$ cat config.mk
export PLATFORM = sky130hd
export DESIGN_NAME = dpks_best
export DESIGN_NICKNAME = d
export VERILOG_FILES = /design/src/rtl/dpks_pkg.sv /design/src/rtl/dpks_best.sv
export SDC_FILE = /design/constraint.sdc
export NUM_CORES = 2
export LEC_CHECK = 0
export BUFFER_PORTS_ARGS = -buffer_cell sky130_fd_sc_hd__clkbuf_2
export CORE_ASPECT_RATIO = 0.6
export CORE_MARGIN = 1
export CORE_UTILIZATION = 35
export DETAILED_ROUTE_END_ITERATION = 16
export PLACE_DENSITY_LB_ADDON = 0.3
export SLEW_MARGIN = 20
export SYNTH_ARGS = -nofsm -noshare
export SYNTH_HDL_FRONTEND = slang
export SYNTH_SLANG_ARGS = --single-unit
$ cat constraint.sdc
create_clock -name clk -period 17.3 [get_ports clk]
set_clock_uncertainty 0.05 [all_clocks]
set_input_delay 5.19 -clock clk [delete_from_list [all_inputs] [get_ports clk]]
set_output_delay 5.19 -clock clk [all_outputs]
set_load 0.02 [all_outputs]
$ cat src/rtl/dpks_pkg.sv
`timescale 1ns / 1ps
// ----------------------------------------------------------------------------
// dpks_pkg
// Types and codes shared by the dot-product top-k search block.
// ----------------------------------------------------------------------------
package dpks_pkg;

  typedef enum logic [1:0] {
    OP_APPEND = 2'd0,
    OP_QUERY  = 2'd1,
    OP_SEARCH = 2'd2,
    OP_READ   = 2'd3
  } opcode_t;

  typedef enum logic [1:0] {
    KIND_APPEND = 2'd0,
    KIND_HIT    = 2'd1,
    KIND_READ   = 2'd2,
    KIND_ERROR  = 2'd3
  } kind_t;

  typedef enum logic [2:0] {
    ST_OK        = 3'd0,
    ST_WRONG_LEN = 3'd1,
    ST_FULL      = 3'd2,
    ST_BAD_INDEX = 3'd3,
    ST_NO_VEC    = 3'd4
  } status_t;

  typedef struct packed {
    opcode_t            opcode;
    logic signed [15:0] element_value;
    logic               element_last;
    logic [7:0]         vector_index;
    logic [6:0]         element_index;
    logic [4:0]         top_k;
  } req_t;

  typedef struct packed {
    kind_t              kind;
    status_t            status;
    logic [7:0]         index;
    logic signed [39:0] similarity;
    logic signed [15:0] read_value;
    logic [8:0]         vector_count;
    logic               result_last;
  } rsp_t;

  // one scored vector offered to the best list
  typedef struct packed {
    logic               vld;
    logic [15:0]        idx;
    logic signed [39:0] sim;
  } ins_t;

  localparam logic signed [39:0] SIM_MAX = 40'sh7F_FFFF_FFFF;
  localparam logic signed [39:0] SIM_MIN = 40'sh80_0000_0000;

endpackage

$ cat src/rtl/dpks_best.sv
`timescale 1ns / 1ps
// ----------------------------------------------------------------------------
// dpks_best
// Sorted list of the best hits, highest similarity first, one insert a cycle.
// ----------------------------------------------------------------------------
module dpks_best #(
  parameter int K_MAX = 16,
  parameter int KW    = 5,
  parameter int KI_W  = 4
) (
  input  logic                clk,
  input  logic                rst,
  input  logic                clear,
  input  dpks_pkg::ins_t      ins,
  input  logic [KW-1:0]       k,
  input  logic [KI_W-1:0]     rd_ptr,
  output logic [15:0]         rd_idx,
  output logic signed [39:0]  rd_sim,
  output logic [KW-1:0]       fill
);

  logic [15:0]        best_idx [K_MAX];
  logic signed [39:0] best_sim [K_MAX];
  logic [K_MAX-1:0]   cond;

  // entries are sorted, so cond is monotonic and its first set bit is the slot
  always_comb begin
    for (int j = 0; j < K_MAX; j++) begin
      cond[j] = (32'(fill) <= j) || (ins.sim > best_sim[j]);
    end
  end

  always_ff @(posedge clk) begin
    if (ins.vld) begin
      for (int j = 0; j < K_MAX; j++) begin
        if (cond[j] && (j == 0 || !cond[(j > 0) ? j - 1 : 0])) begin
          best_idx[j] <= ins.idx;
          best_sim[j] <= ins.sim;
        end else if (j > 0 && cond[(j > 0) ? j - 1 : 0]) begin
          best_idx[j] <= best_idx[(j > 0) ? j - 1 : 0];
          best_sim[j] <= best_sim[(j > 0) ? j - 1 : 0];
        end
      end
    end
  end

  always_ff @(posedge clk) begin
    if (rst || clear) begin
      fill <= '0;
    end else if (ins.vld && fill < k) begin
      fill <= fill + KW'(1);
    end
  end

  assign rd_idx = best_idx[rd_ptr];
  assign rd_sim = best_sim[rd_ptr];

endmodule

# == Word level (Yosys, flattened, before mapping) ==
# Memory sizes are Yosys's and may differ from the RTL's.
# Index checks and enable logic that the tools add are counted.
# word_totals
register_bits,5
latchBits,0
ram_bits,896
romBits,0
input_bits,69
output_inout_bits,61
wordCells,252
n_memories,2
# memory_table
memory,words,width,read_ports,rd_clocked_by_memory_dff,write_ports,line,source
best_sim,16,40,17,0,16,dpks_best.sv:23,logic signed [39:0] best_sim [K_MAX];
best_idx,16,16,16,0,16,dpks_best.sv:22,logic [15:0] best_idx [K_MAX];
# op_classes
addsub,1
multipliers,0
div_mod_pow,0
n_lt_le_gt_ge,33
n_eq_ne,0
shifts,0
n_mux,137
bitwise,30
n_reduce_logical,48
# ops
op,count
> comparator 40 bit,16
2-to-1 mux 40 bit,15
2-to-1 mux 16 bit,15
2-to-1 mux 1 bit,107
"less-or-equal comparator 5 x 4 -> 1 bit, second input constant",8
OR 1 bit,30
"less-or-equal comparator 5 x 3 -> 1 bit, second input constant",4
logical OR 1 bit,17
logical AND 1 bit,16
zero test 1 bit,15
"less-or-equal comparator 5 x 1 -> 1 bit, second input constant",2
"less-or-equal comparator 5 x 2 -> 1 bit, second input constant",2
"adder 5 x 1 -> 5 bit, second input constant",1
less-than comparator 5 bit,1

# == Depth between registers and ports, before layout ==
# logic_depth
depth_word,8
depth_mapped,13
mapped_depth_nobuf,10

# == Worst setup path before layout ==
# OpenSTA, ideal clock, no wires.
# synth_path
path_kind,in2out
start,input rd_ptr[0]
end,output rd_sim[0]
arrival_ns,7.473
required_time_ns,12.060
setup_slack_ns,4.587
path_stages,5
n_path_buf,3
cell_sequence,clkbuf_1 > clkbuf_1 > buf_1 > mux4_2 > mux4_2
# synth_via
elab_chain_cells,1
# synth_lines
element,line,source
"start, declared",dpks_best.sv:16,"input logic [KI_W-1:0] rd_ptr,"
memory read (16 x 40 bit),n/a,
"end, declared",dpks_best.sv:18,"output logic signed [39:0] rd_sim,"
# No other way between the ends.

# == Worst setup path in the final report ==
# layout_path
start,input rd_ptr[1]
end,output rd_sim[31]
# Same word-level chain as after synthesis.

==> results.txt <==
- At the pin with the least slew margin, the transition time is 1.33 ns.
* Drc violations: 0
- Cell mode on critical path: sky130_fd_sc_hd__mux4_2
* Std-Cell Rows: between 100 and 150
- Layout cell share with drive strength beyond 1: 31.4%
- Max-slew headroom at the worst pin: 10.5%
- DP Wirelength: 151000 µm
- Walking the worst path, the cells encountered are buf_8, buf_4, mux4_2, mux4_2, clkbuf_2.
* Drt via density: 6.00
- In this run the mean area of a mapped cell was 13.1 µm².
- The critical path contains buffers and inverters numbering 3 combined.
- Counting every instance in the synthesized netlist gives about 4600.
* Detail Route Antenna Nets: 0
- CTS H-tree depth: 3
* Portion of synthesized cell area occupied by the leading cell type: 44.4%
* Part of the total power dissipated in the clock network: 25.6%
- Subtracting the final worst setup slack from the clock period gives roughly 13 ns.
- Met3 Wirelength: 27000 µm
* Number of instances resized during post-cts repair: 0
- In this run, placement finished with an instance count of 6911.
* Setup TNS: 0 ns
* Count of flip-flops with a built-in enable after synthesis: 896
* GRT Resource Usage Total: 24.9%
- Area delta synth->final: 11.1%
* Source-to-sink clock delay at the later pin of the worst-skew pair: approximately 0.74 ns
- In this run the deepest clock path goes through 3 buffers.
* Run status: finished, final reports clean
- Number of distinct library cell variants in the gate-level netlist after synthesis: 67
* Buffers added on ports: 129
* Fillers: 16100
* Final wirelength: 221000 µm
* Cell taking the most area after synthesis: sky130_fd_sc_hd__edfxtp_1
- The number of clock buffers added by TritonCTS is 96.
* Initial antenna violation count: 10
- Met2 Wirelength: 88200 µm
- Total power draw: ~8.5 mW
- For this run, the top clock speed supported by timing is ~76 MHz.
* Clock tree from TritonCTS: yes
* Overflow after GRT: 0
* Unrepaired setup endpoints after global routing: false
* Clock-pin transition on the worst setup and hold timing paths: 0.07 ns
- Fin area: 67300 µm²
- Multi-input logic area: 30400 µm²
- In this run the top signal layer used is met5.
- In this design, the largest share of critical-path delay is due to buffers and inverters.
* Chip height: 324 µm
* Final Net Count: 5466
- STA puts the critical path data required time at 12.06 ns.
* Pin count of the biggest net entering global routing: 97
- In this run the static leakage power is 27.4 nW.
- In the finished design, the share of the clock period the worst path needs comes to 76.0%.
- Internal: 5.45 mW
* Width of the chip: 539 µm
- Summing every instance area after synthesis gives slightly above 60000 µm².
* Power dissipated by switching net loads: 3.01 mW
- Weighted congestion at the end of routability-driven global placement: 0.978
- After detailed routing, the wire length on met1 is 101000 µm.
* Delay of the slowest critical-path stage: just over 0.8 ns
- The die covers 175000 µm².
* Utilization of the core after routing: 39.4%
* Startpoint type of the worst setup path: primary input
- Number of endpoints failing setup at the final stage: 0
- Of all nets on the critical path, the largest fanout is 69.
- The worst setup path is of the in2out kind.
- For this block, the initial DRC count from the detailed router was 5918.
* Clock tree sinks: 901
- Pre-Repair DR Iteration Count: 6
- Hold violation count in the final report: 0
* Area occupied by registers: between 20000 and 30000 µm²
* Net count after synthesis: 5349
* Area after DPL: 64100 µm²
- Crit-path slowest cell: sky130_fd_sc_hd__buf_4
- The first global-routing pass estimated 310000 µm of wire.
- Across the run, the number of max-cap violations was 0.
- Combinational share of power: 31.3%
- Library cell used as clock root buffer: sky130_fd_sc_hd__clkbuf_16
- The worst setup path is captured at an output port.
* Fin. max-slew vios: 0
- Share of power burned in registers: 43.1%
- Top post-synthesis cells by area: sky130_fd_sc_hd__edfxtp_1, sky130_fd_sc_hd__mux2_2, sky130_fd_sc_hd__ha_1
- Via total after detailed routing: 42600
- At the worst endpoint, the arrival time is just under 8 ns.
- In the post-synthesis netlist, the cell with the most instances is sky130_fd_sc_hd__edfxtp_1.
* Post-synthesis async set-or-reset flop share: 0%
- Core area: 171000 µm²
* Number of flip-flops and latches in the synthesized netlist: between 900 and 1000
* Proportion of synthesized chip area in sequential cells: between 40% and 50%
- The via count of the first global-routing pass came to around 40000.
- Power per standard cell area: about 130 nW/µm²
- Number of setup buffers added after CTS: 0
* Count of yosys warnings during synthesis: 0
- Commonest cells in the synthesized netlist: sky130_fd_sc_hd__edfxtp_1, sky130_fd_sc_hd__mux2_2, sky130_fd_sc_hd__ha_1
* Routed length per instance: about 31 µm
- The min-delay analysis places its worst path in the category reg2reg.
* Switching share of power: 35.6%
- Worst voltage drop across the vdd grid: 0.0789 mV
* Non-filler instance count after layout: 7092
* Most common flop cell mapped by yosys: sky130_fd_sc_hd__edfxtp_1
- Initial Util: 35.5%
- CTS Hold Bufs: 0
* I/O pins: 130
-- layout make-up --
type                       count  area share (%)
multi-input combinational   2869            45.2
sequential                   901            40.1
tap                         2261            4.21
clock buffer                 114            3.73
inverter                     648            3.62
timing repair buffer         232            2.17
clock inverter                62           0.891
antenna                        5          0.0186
-- kinds of logic (layout without fill, tap and decap cells) --
kind of cell             Yosys count  count (layout)  synth area share (%)
multiplexers                    1124            1124                  26.2
adder cells (fa/ha/maj)          649             649                  13.4
other                              0               5                     0
XOR/XNOR                           3               3                0.0434
AO/OA/AOI/OAI                    529             529                  5.34
AND/OR/NAND/NOR                  564             564                  4.77
flip-flops                       901             901                  44.6
buffers and inverters            861            1056                  5.62
-- layout by cell type (no fill, tap or decap), drive strengths merged, types with 29 or more instances in the layout --
| master | Yosys | layout |
|---|---|---|
| clkinv | 1 | 42 |
| a21oi | 252 | 252 |
| nor2 | 64 | 64 |
| mux4 | 280 | 280 |
| nand4 | 121 | 121 |
| o21ai | 85 | 85 |
| nor3 | 38 | 38 |
| nand2 | 165 | 165 |
| nand3 | 78 | 78 |
| a211oi | 29 | 29 |
| a21o | 45 | 45 |
| clkbuf | 103 | 239 |
| edfxtp | 896 | 896 |
| buf | 110 | 107 |
| ha | 649 | 649 |
| inv | 647 | 651 |
| mux2 | 842 | 842 |
-- stage by stage --
stage          worst slack [ns]  hold WS (ns)
3_3_place_gp               4.22         0.507
4_1_cts                    4.14         0.525
3_5_place_dp               4.13         0.507
6_report                   4.15         0.524
5_1_grt                    4.02         0.542
2_1_floorplan              4.59         0.494
-- registers in the layout, indices dropped and copies added (netlist names) --
name	count
best_sim	640
best_idx	256
fill	5
-- power by group through the flow --
stage	clock network, mW	logic, mW	registers [mW]
floorplan	0	1.79	3.33
global placement	0	2.52	3.67
detailed placement	0	2.60	3.65
CTS	2.18	2.62	3.61
global route	2.25	2.86	3.68
finish	2.16	2.65	3.64
-- per-layer routing --
metal / vias up / track usage [%]
met1: 22100 / 38.0
met2: 2309 / 34.1
met5: - / 0
met3: 242 / 7.36
li1: 17900 / -
met4: 4 / 5.76
-- worst paths after layout --
path / start / endpoint / slack [ns] / depth (start not counted)
min reg2reg: best_idx[3][15] / best_idx[4][15] / 0.52 / 1
max reg2reg: best_sim[11][39] / best_sim[12][23] / 11.09 / 11
max: rd_ptr[1] / rd_sim[31] / 4.15 / 5
min: best_idx[3][15] / best_idx[4][15] / 0.52 / 1
Note: power is estimated with default switching activity, not from simulation.
